[src/sirt_pkg.sv]
// sirt_pkg: shared types, constants and helper functions for the radix text converter
// no dependencies; used by sirt_alpha_check and signed_integer_to_radix_text
`default_nettype none

package sirt_pkg;

    localparam int ALPHA_BYTES = 16;
    localparam int MAX_BASE_DEF = 16;
    localparam int BASE_W = 5;
    localparam int DIG_W = 4;
    localparam int DIG_DEPTH = 32;
    localparam int DIG_IDX_W = 5;
    localparam int CNT_W = 6;
    localparam int VALUE_W = 32;
    localparam int CFG_W = 64;

    localparam logic [7:0] MINUS_SIGN = 8'h2D;
    localparam logic [7:0] PLUS_SIGN = 8'h2B;

    localparam logic [CFG_W-1:0] ALPHA_LO_RST = 64'h3736353433323130;
    localparam logic [CFG_W-1:0] ALPHA_HI_RST = 64'h0000000000003938;

    typedef enum logic {
        REG_ALPHA_LO = 1'b0,
        REG_ALPHA_HI = 1'b1
    } t_reg_idx;

    typedef struct packed {
        logic              valid;
        logic [BASE_W-1:0] base;
    } t_alpha_info;

    // symbol byte at a digit position, symbol 0 in the lowest byte of the low word
    function automatic logic [7:0] symbol_at(
        input logic [CFG_W-1:0] lo,
        input logic [CFG_W-1:0] hi,
        input logic [DIG_W-1:0] idx
    );
        logic [2*CFG_W-1:0] all;
        all = {hi, lo};
        return all[{idx, 3'b000} +: 8];
    endfunction

    // floor(2^32 / base); quotient estimate from it is low by at most one
    function automatic logic [VALUE_W-1:0] recip(input logic [BASE_W-1:0] base);
        logic [VALUE_W-1:0] r;
        case (base)
            5'd2:    r = 32'd2147483648;
            5'd3:    r = 32'd1431655765;
            5'd4:    r = 32'd1073741824;
            5'd5:    r = 32'd858993459;
            5'd6:    r = 32'd715827882;
            5'd7:    r = 32'd613566756;
            5'd8:    r = 32'd536870912;
            5'd9:    r = 32'd477218588;
            5'd10:   r = 32'd429496729;
            5'd11:   r = 32'd390451572;
            5'd12:   r = 32'd357913941;
            5'd13:   r = 32'd330382099;
            5'd14:   r = 32'd306783378;
            5'd15:   r = 32'd286331153;
            5'd16:   r = 32'd268435456;
            default: r = 32'd0;
        endcase
        return r;
    endfunction

endpackage

`default_nettype wire

[src/sirt_alpha_check.sv]
// sirt_alpha_check: derives the base and validity of the configured digit alphabet
// depends on sirt_pkg
`default_nettype none

module sirt_alpha_check #(
    parameter int MAX_BASE = sirt_pkg::MAX_BASE_DEF
) (
    input  wire logic [sirt_pkg::CFG_W-1:0] i_alpha_lo,
    input  wire logic [sirt_pkg::CFG_W-1:0] i_alpha_hi,
    output sirt_pkg::t_alpha_info            o_info
);

    localparam int NB = sirt_pkg::ALPHA_BYTES;

    logic [7:0]    w_sym [NB];
    logic [NB-1:0] w_in;
    logic          w_bad;

    always_comb begin
        for (int i = 0; i < NB; i++) begin
            w_sym[i] = sirt_pkg::symbol_at(i_alpha_lo, i_alpha_hi, sirt_pkg::DIG_W'(i));
        end
        // a position is in the alphabet if no zero byte came at or before it and its index is below MAX_BASE
        w_in[0] = (w_sym[0] != 8'd0) && (MAX_BASE > 0);
        for (int i = 1; i < NB; i++) begin
            w_in[i] = w_in[i-1] && (w_sym[i] != 8'd0) && (i < MAX_BASE);
        end
    end

    always_comb begin
        w_bad = 1'b0;
        for (int i = 0; i < NB; i++) begin
            if (w_in[i] && ((w_sym[i] == sirt_pkg::MINUS_SIGN) ||
                            (w_sym[i] == sirt_pkg::PLUS_SIGN))) begin
                w_bad = 1'b1;
            end
            for (int j = i + 1; j < NB; j++) begin
                if (w_in[j] && (w_sym[i] == w_sym[j])) begin
                    w_bad = 1'b1;
                end
            end
        end
    end

    assign o_info.base  = sirt_pkg::BASE_W'($countones(w_in));
    assign o_info.valid = !w_bad && ($countones(w_in) >= 2);

endmodule

`default_nettype wire

[src/signed_integer_to_radix_text.sv]
// signed_integer_to_radix_text: top level, signed 32-bit number to text in a configured base
// depends on sirt_pkg and sirt_alpha_check
//
// A request is taken on start while busy is low. The number is split into digits
// by one shared reciprocal-multiply divider: each digit passes through S_MUL (a
// 32x32 multiply), then S_FIX (a small multiply, subtract and single correction).
// The text then leaves one character per cycle on o_character with o_strobe, '-'
// first for a negative number, o_last on the final digit. The receiver cannot
// stall, so the strobe is never held. The next request can be taken at the edge
// that ends the final character. An invalid alphabet (under two symbols, a repeat,
// or a '+' or '-') gives no characters and the request finishes at once. The
// alphabet registers may only be written while busy is low.
`default_nettype none

module signed_integer_to_radix_text #(
    parameter int MAX_BASE = sirt_pkg::MAX_BASE_DEF
) (
    input  wire logic                         i_clk,
    input  wire logic                         i_rst_n,
    input  wire logic                         start,
    output logic                              busy,
    input  wire logic signed [31:0]           i_value,
    input  wire logic                         i_cfg_we,
    input  wire logic                         i_cfg_idx,
    input  wire logic [sirt_pkg::CFG_W-1:0]   i_cfg_wdata,
    output logic                              o_strobe,
    output logic [7:0]                        o_character,
    output logic                              o_last
);

    localparam int VW = sirt_pkg::VALUE_W;
    localparam int BW = sirt_pkg::BASE_W;
    localparam int DW = sirt_pkg::DIG_W;
    localparam int IW = sirt_pkg::DIG_IDX_W;
    localparam int CW = sirt_pkg::CNT_W;

    typedef enum logic [2:0] {
        S_IDLE,
        S_MUL,
        S_FIX,
        S_SIGN,
        S_EMIT
    } t_state;

    // configuration registers
    logic [sirt_pkg::CFG_W-1:0] r_alpha_lo;
    logic [sirt_pkg::CFG_W-1:0] r_alpha_hi;

    // sequencer and datapath
    t_state          r_state;
    logic [VW-1:0]   r_mag;
    logic [VW-1:0]   r_recip;
    logic [2*VW-1:0] r_prod;
    logic [BW-1:0]   r_base;
    logic            r_neg;
    logic [CW-1:0]   r_cnt;
    logic [IW-1:0]   r_emit_idx;
    logic [DW-1:0]   r_digits [sirt_pkg::DIG_DEPTH];

    sirt_pkg::t_alpha_info w_info;

    logic            w_take;
    logic [VW-1:0]   w_in_mag;
    logic [2*VW-1:0] w_prod;
    logic [VW-1:0]   w_q0;
    logic [VW-1:0]   w_qb;
    logic [VW-1:0]   w_rem;
    logic [CW-1:0]   w_rem6;
    logic            w_ge;
    logic [DW-1:0]   w_digit;
    logic [VW-1:0]   w_q;
    logic            w_done;

    sirt_alpha_check #(
        .MAX_BASE (MAX_BASE)
    ) u_alpha (
        .i_alpha_lo (r_alpha_lo),
        .i_alpha_hi (r_alpha_hi),
        .o_info     (w_info)
    );

    // config writes, no read-back
    always_ff @(posedge i_clk) begin
        if (!i_rst_n) begin
            r_alpha_lo <= sirt_pkg::ALPHA_LO_RST;
            r_alpha_hi <= sirt_pkg::ALPHA_HI_RST;
        end else if (i_cfg_we) begin
            case (i_cfg_idx)
                sirt_pkg::REG_ALPHA_LO: r_alpha_lo <= i_cfg_wdata;
                sirt_pkg::REG_ALPHA_HI: r_alpha_hi <= i_cfg_wdata;
                default:                r_alpha_lo <= r_alpha_lo;
            endcase
        end
    end

    assign busy     = (r_state != S_IDLE);
    assign w_take   = start && !busy;

    // magnitude of the request, most negative number maps to 2^31
    assign w_in_mag = i_value[VW-1] ? (~i_value + 32'd1) : i_value;

    // step one: quotient estimate from the reciprocal
    assign w_prod   = r_mag * r_recip;

    // step two: remainder, one correction since the estimate is low by at most one
    assign w_q0     = r_prod[2*VW-1:VW];
    assign w_qb     = w_q0 * {{(VW-BW){1'b0}}, r_base};
    assign w_rem    = r_mag - w_qb;
    assign w_rem6   = w_rem[CW-1:0];
    assign w_ge     = (w_rem6 >= {{(CW-BW){1'b0}}, r_base});
    assign w_digit  = w_ge ? DW'(w_rem6 - {{(CW-BW){1'b0}}, r_base}) : w_rem6[DW-1:0];
    assign w_q      = w_q0 + {{(VW-1){1'b0}}, w_ge};
    assign w_done   = (w_q == '0) || (r_cnt == CW'(sirt_pkg::DIG_DEPTH - 1));

    // digit store, indexes into the alphabet
    always_ff @(posedge i_clk) begin
        if (r_state == S_FIX) begin
            r_digits[r_cnt[IW-1:0]] <= w_digit;
        end
    end

    always_ff @(posedge i_clk) begin
        if (!i_rst_n) begin
            r_state     <= S_IDLE;
            r_cnt       <= '0;
            r_emit_idx  <= '0;
            o_strobe    <= 1'b0;
            o_last      <= 1'b0;
            o_character <= 8'd0;
        end else begin
            o_strobe <= 1'b0;
            o_last   <= 1'b0;
            case (r_state)
                S_IDLE: begin
                    // invalid alphabet: request taken, nothing emitted
                    if (w_take && w_info.valid) begin
                        r_mag   <= w_in_mag;
                        r_neg   <= i_value[VW-1];
                        r_base  <= w_info.base;
                        r_recip <= sirt_pkg::recip(w_info.base);
                        r_cnt   <= '0;
                        r_state <= S_MUL;
                    end
                end
                S_MUL: begin
                    r_prod  <= w_prod;
                    r_state <= S_FIX;
                end
                S_FIX: begin
                    r_mag <= w_q;
                    r_cnt <= r_cnt + CW'(1);
                    if (w_done) begin
                        r_emit_idx <= r_cnt[IW-1:0];
                        r_state    <= r_neg ? S_SIGN : S_EMIT;
                    end else begin
                        r_state <= S_MUL;
                    end
                end
                S_SIGN: begin
                    o_strobe    <= 1'b1;
                    o_character <= sirt_pkg::MINUS_SIGN;
                    r_state     <= S_EMIT;
                end
                S_EMIT: begin
                    // most significant digit first
                    o_strobe    <= 1'b1;
                    o_character <= sirt_pkg::symbol_at(r_alpha_lo, r_alpha_hi,
                                                       r_digits[r_emit_idx]);
                    if (r_emit_idx == '0) begin
                        o_last  <= 1'b1;
                        r_state <= S_IDLE;
                    end else begin
                        r_emit_idx <= r_emit_idx - IW'(1);
                    end
                end
                default: begin
                    r_state <= S_IDLE;
                end
            endcase
        end
    end

    // reciprocal estimate leaves the remainder below twice the base
    a_rem_range: assert property (@(posedge i_clk) disable iff (!i_rst_n)
        (r_state == S_FIX) |-> (w_rem < {{(VW-BW-1){1'b0}}, r_base, 1'b0}))
        else $error("remainder out of range after reciprocal estimate");

    // corrected digit is always a valid alphabet index
    a_digit_range: assert property (@(posedge i_clk) disable iff (!i_rst_n)
        (r_state == S_FIX) |-> ({1'b0, w_digit} < r_base))
        else $error("digit not below base");

    // digit count never passes the store depth
    a_cnt_bound: assert property (@(posedge i_clk) disable iff (!i_rst_n)
        r_cnt <= CW'(sirt_pkg::DIG_DEPTH))
        else $error("digit count overflow");

    // the final character ends the request
    a_last_idle: assert property (@(posedge i_clk) disable iff (!i_rst_n)
        (o_strobe && o_last) |-> (r_state == S_IDLE))
        else $error("last character while still busy");

    // a sign is always followed by at least one digit
    a_sign_digit: assert property (@(posedge i_clk) disable iff (!i_rst_n)
        (o_strobe && (o_character == sirt_pkg::MINUS_SIGN) && $past(r_state == S_SIGN))
        |-> (r_state == S_EMIT) ##1 o_strobe)
        else $error("sign without digits");

endmodule

`default_nettype wire

[config.mk]
export PLATFORM = sky130hd
export DESIGN_NAME = signed_integer_to_radix_text
export DESIGN_NICKNAME = d
export VERILOG_FILES = /design/src/sirt_pkg.sv /design/src/sirt_alpha_check.sv /design/src/signed_integer_to_radix_text.sv
export SDC_FILE = /design/constraint.sdc
export NUM_CORES = 2
export LEC_CHECK = 0
export ABC_CLOCK_PERIOD_IN_PS = 9300
export BUFFER_PORTS_ARGS = -buffer_cell sky130_fd_sc_hd__buf_4
export CORE_MARGIN = 2
export CORE_UTILIZATION = 60
export DETAILED_ROUTE_END_ITERATION = 10
export GPL_TIMING_DRIVEN = 0
export PLACE_DENSITY = 0.78
export RECOVER_POWER = 100
export SLEW_MARGIN = 10
export SYNTH_ARGS = -nofsm -noshare
export SYNTH_HDL_FRONTEND = slang
export SYNTH_SLANG_ARGS = --single-unit
[constraint.sdc]
create_clock -name i_clk -period 9.3 [get_ports i_clk]
set_input_delay 1.86 -clock i_clk [delete_from_list [all_inputs] [get_ports i_clk]]
set_output_delay 1.86 -clock i_clk [all_outputs]
set_load 0.01 [all_outputs]
==> flow_metrics.env <==
export IMPL_area_growth_pct=7.00
export IMPL_synth_top_area_frac=0.301
export IMPL_run_status="finished, violations left"
export IMPL_antenna_found_initial=34
export IMPL_async_flop_share=0
export IMPL_drt_wl_total_um=259000
export IMPL_dr_pass1_iters=10
export IMPL_maxCapViolCount=3
export IMPL_crit_family="adder cells"
export IMPL_yosys_warnings=0
export IMPL_criticalPathCategory="reg2reg"
export IMPL_fin_nets=8063
export IMPL_final_cell_mix="inv_1, fa_1, nand2_1, xnor2_1, xor2_1"
export IMPL_critPathLaunch="r_alpha_lo[37]"
export IMPL_final_max_slew_viol_count=47
export IMPL_cts_root_buffer="clkbuf_16"
export IMPL_dp_hpwl_um=200000
export IMPL_fp_dieH_um=322
export IMPL_max_freq_mhz=108
export IMPL_cp_num_buf_inv=4
export IMPL_cp_end_kind="flop"
export IMPL_start_util=0.607
export IMPL_cp_max_fo=14
export IMPL_netlist_top_cells_area="fa_1, edfxtp_1, xnor2_1, xor2_1, inv_1"
export IMPL_synthXorXnorAreaFrac=0.157
export IMPL_grt_pass1_vias=52300
export IMPL_mostFrequentLayoutCell="inv_1"
export IMPL_cp_arrival_ns=9.50
export IMPL_ys_seq_area_frac=0.160
export IMPL_cts_tree="built"
export IMPL_violations="max-capacitance violations, max-slew violations"
export IMPL_cp_required_ns=9.53
export IMPL_final_fill_count=8463
export IMPL_die_area_um2=104000
export IMPL_clock_latency_ns=0.64
export IMPL_cp_start_kind="flop"
export IMPL_cts_buffers=45
export IMPL_synthSimpleGateAreaFrac=0.147
export IMPL_synth_seq_cells=377
export IMPL_clk_path_buf_depth=3
export IMPL_relSlewSlack=-0.769
export IMPL_gp_congestion=1.11
export IMPL_yosys_area_top_type="fa_1"
export IMPL_seqCellArea_um2=9750
export IMPL_drive_gt1_frac=0.0683
export IMPL_r2r_start="r_alpha_lo[37]"
export IMPL_multi_input_area_um2=45100
export IMPL_finalClockSkew_ns=0.0586
export IMPL_finalSetupViolCount=0
export IMPL_core_um2=100000
export IMPL_num_rows=116
export IMPL_synth_area_mux_share=0.0300
export IMPL_drtIter0Drc=7739
export IMPL_ys_types=79
export IMPL_synth_compound_area_frac=0.0449
export IMPL_ant_nets=0
export IMPL_clock_sinks=377
export IMPL_io_pins=112
export IMPL_min_period_ns=9.26
export IMPL_syn_inst=6593
export IMPL_syn_area_per_cell_um2=9.23
export IMPL_synthAdderAreaFrac=0.361
export IMPL_wl_per_cell_um=31.7
export IMPL_dr_total_vias=52600
export IMPL_final_period_utilization=0.996
export IMPL_syn_area_um2=60900
export IMPL_grt_remaining_overflow=0
export IMPL_grt_max_degree=33
export IMPL_cts_clk_slew_worst_paths_ns=0.07
export IMPL_cp_common_cell="fa_1"
export IMPL_rsz0062_at_grt="no"
export IMPL_hp_class="reg2reg"
export IMPL_synthesis_nets=7899
export IMPL_port_buffer_count=110
export IMPL_grt_total_usage=0.501
export IMPL_synth_top_family_by_area="adder cells"
export IMPL_grt_pass1_wl_um=365000
export IMPL_slowest_stage="dfxtp_1"
export IMPL_min_from="r_emit_idx[1]"
export IMPL_cp_slowest_stage_delay_ns=1.30
export IMPL_htree_num_levels=2
export IMPL_synth_edf_count=220
export IMPL_synth_top_flop_cell="edfxtp_1"
export IMPL_hold_viol_final=0
export IMPL_worst_pin_slew_ns=2.58
export IMPL_postLayoutCoreUtil=0.649
export IMPL_avgViaCountPerCell=6.43
export IMPL_path_cells="or3_1 > and4bb_1 > nand3_1 > nor2b_2 > o21ai_0 > nand2b_1 > inv_1 > fa_1 > fa_1 > fa_1 > fa_1 > ha_1 > fa_1 > clkbuf_1 > nor4_1 > nor4_1 > o211ai_1 > a211oi_1 > o211ai_1 > buf_4 > nor2_1 > clkbuf_2"
export IMPL_drcViolationCount=0
export IMPL_die_w_um=322
-- tightest hold or removal path: cells and delay by family, from the launching register on --
kind            cells  cell delay [ns]
flops               1             0.32
simple gates        1             0.05
compound gates      1             0.07
-- repair_timing --
item                                    CTS  global route
endpoints found under the setup margin   49            82
gates cloned                              0             1
hold buffers                              0             0
setup buffers                             3             9
hold endpoints to repair                  0             0
gates resized for setup                  29            69
pin swaps                                 0             3
-- cell families after synthesis --
logic type,count (synthesis)
XOR/XNOR,1094
flip-flops,377
AO/OA/AOI/OAI,457
buffers and inverters,1521
AND/OR/NAND/NOR,1841
adder cells (fa/ha/maj),1205
multiplexers,98
-- metrics by stage --
step	setup WS [ns]	hold slack, ns	instance area, µm²	TNS [ns]	std cells
3_5_place_dp	-0.671	0.502	63500	-11.78	8067
3_3_place_gp	-1.54	0.488	63400	-99.68	8060
5_1_grt	0.0238	0.549	65100	0	8161
4_1_cts	0.00529	0.512	65100	0	8147
6_report	0.0375	0.510	65100	0	8174
2_1_floorplan	1.35	0.459	60900	0	6593
-- final timing paths --
kind / to / cells past startpoint / slack, ns
worst max register to register: r_base[1] / 22 / 0.04
worst max-delay path: r_base[1] / 22 / 0.04
worst min register to register: r_emit_idx[1] / 2 / 0.51
worst min-delay path: r_emit_idx[1] / 2 / 0.51
-- registers in the layout (all words and copies together) (netlist names), 3 cells and up, named ones only --
| name | cells |
|---|---|
| r_prod | 32 |
| r_cnt | 6 |
| r_mag | 32 |
| r_base | 5 |
| r_recip | 22 |
| r_state | 3 |
| r_alpha_lo | 64 |
| r_digits | 128 |
| r_alpha_hi | 64 |
| o_character | 8 |
| r_emit_idx | 5 |
-- layer usage --
layer	share of wire	global-route usage	vias to the layer above
met3	0.18	0.285	1297
met4	0.081	0.328	32
met1	0.35	0.616	25600
li1	-	-	21000
met2	0.38	0.661	4617
met5	0.0034	0.0394	-
-- Yosys cell counts (6+ instances only) --
library cell,count
mux2_2,6
a2111oi_0,6
mux4_1,27
nor4_1,127
nor2_1,153
nand4_1,155
nand2_1,856
inv_1,1029
buf_1,71
xor2_1,484
a21oi_1,217
xnor2_1,610
a31oi_1,12
and4_1,7
fa_1,914
edfxtp_1,220
mux2i_1,33
a22oi_1,9
or2_2,7
o21ai_0,73
clkbuf_1,251
buf_4,12
a211oi_1,22
nor2b_1,16
o211ai_1,17
buf_6,7
o31ai_1,12
buf_2,142
nand3_1,94
and2_1,267
o21ai_1,9
or3_1,30
o2111ai_1,9
nor3_1,48
and3_1,12
mux4_2,29
nand3b_1,7
ha_1,291
a21o_1,25
or4_1,23
o22ai_1,7
dfxtp_1,157
nand2b_1,14
-- layout make-up --
| type | count | area share |
|---|---|---|
| multi-input combinational | 4696 | 0.693 |
| sequential | 377 | 0.150 |
| inverter | 1033 | 0.0595 |
| buffer | 475 | 0.0337 |
| tap | 1357 | 0.0261 |
| clock buffer | 58 | 0.0185 |
| timing repair buffer | 129 | 0.0142 |
| clock inverter | 25 | 0.00482 |
| antenna | 24 | 0.000922 |
Power is not shown: default switching activity piles up to over one toggle a cycle in this logic, so the estimate is an artifact.
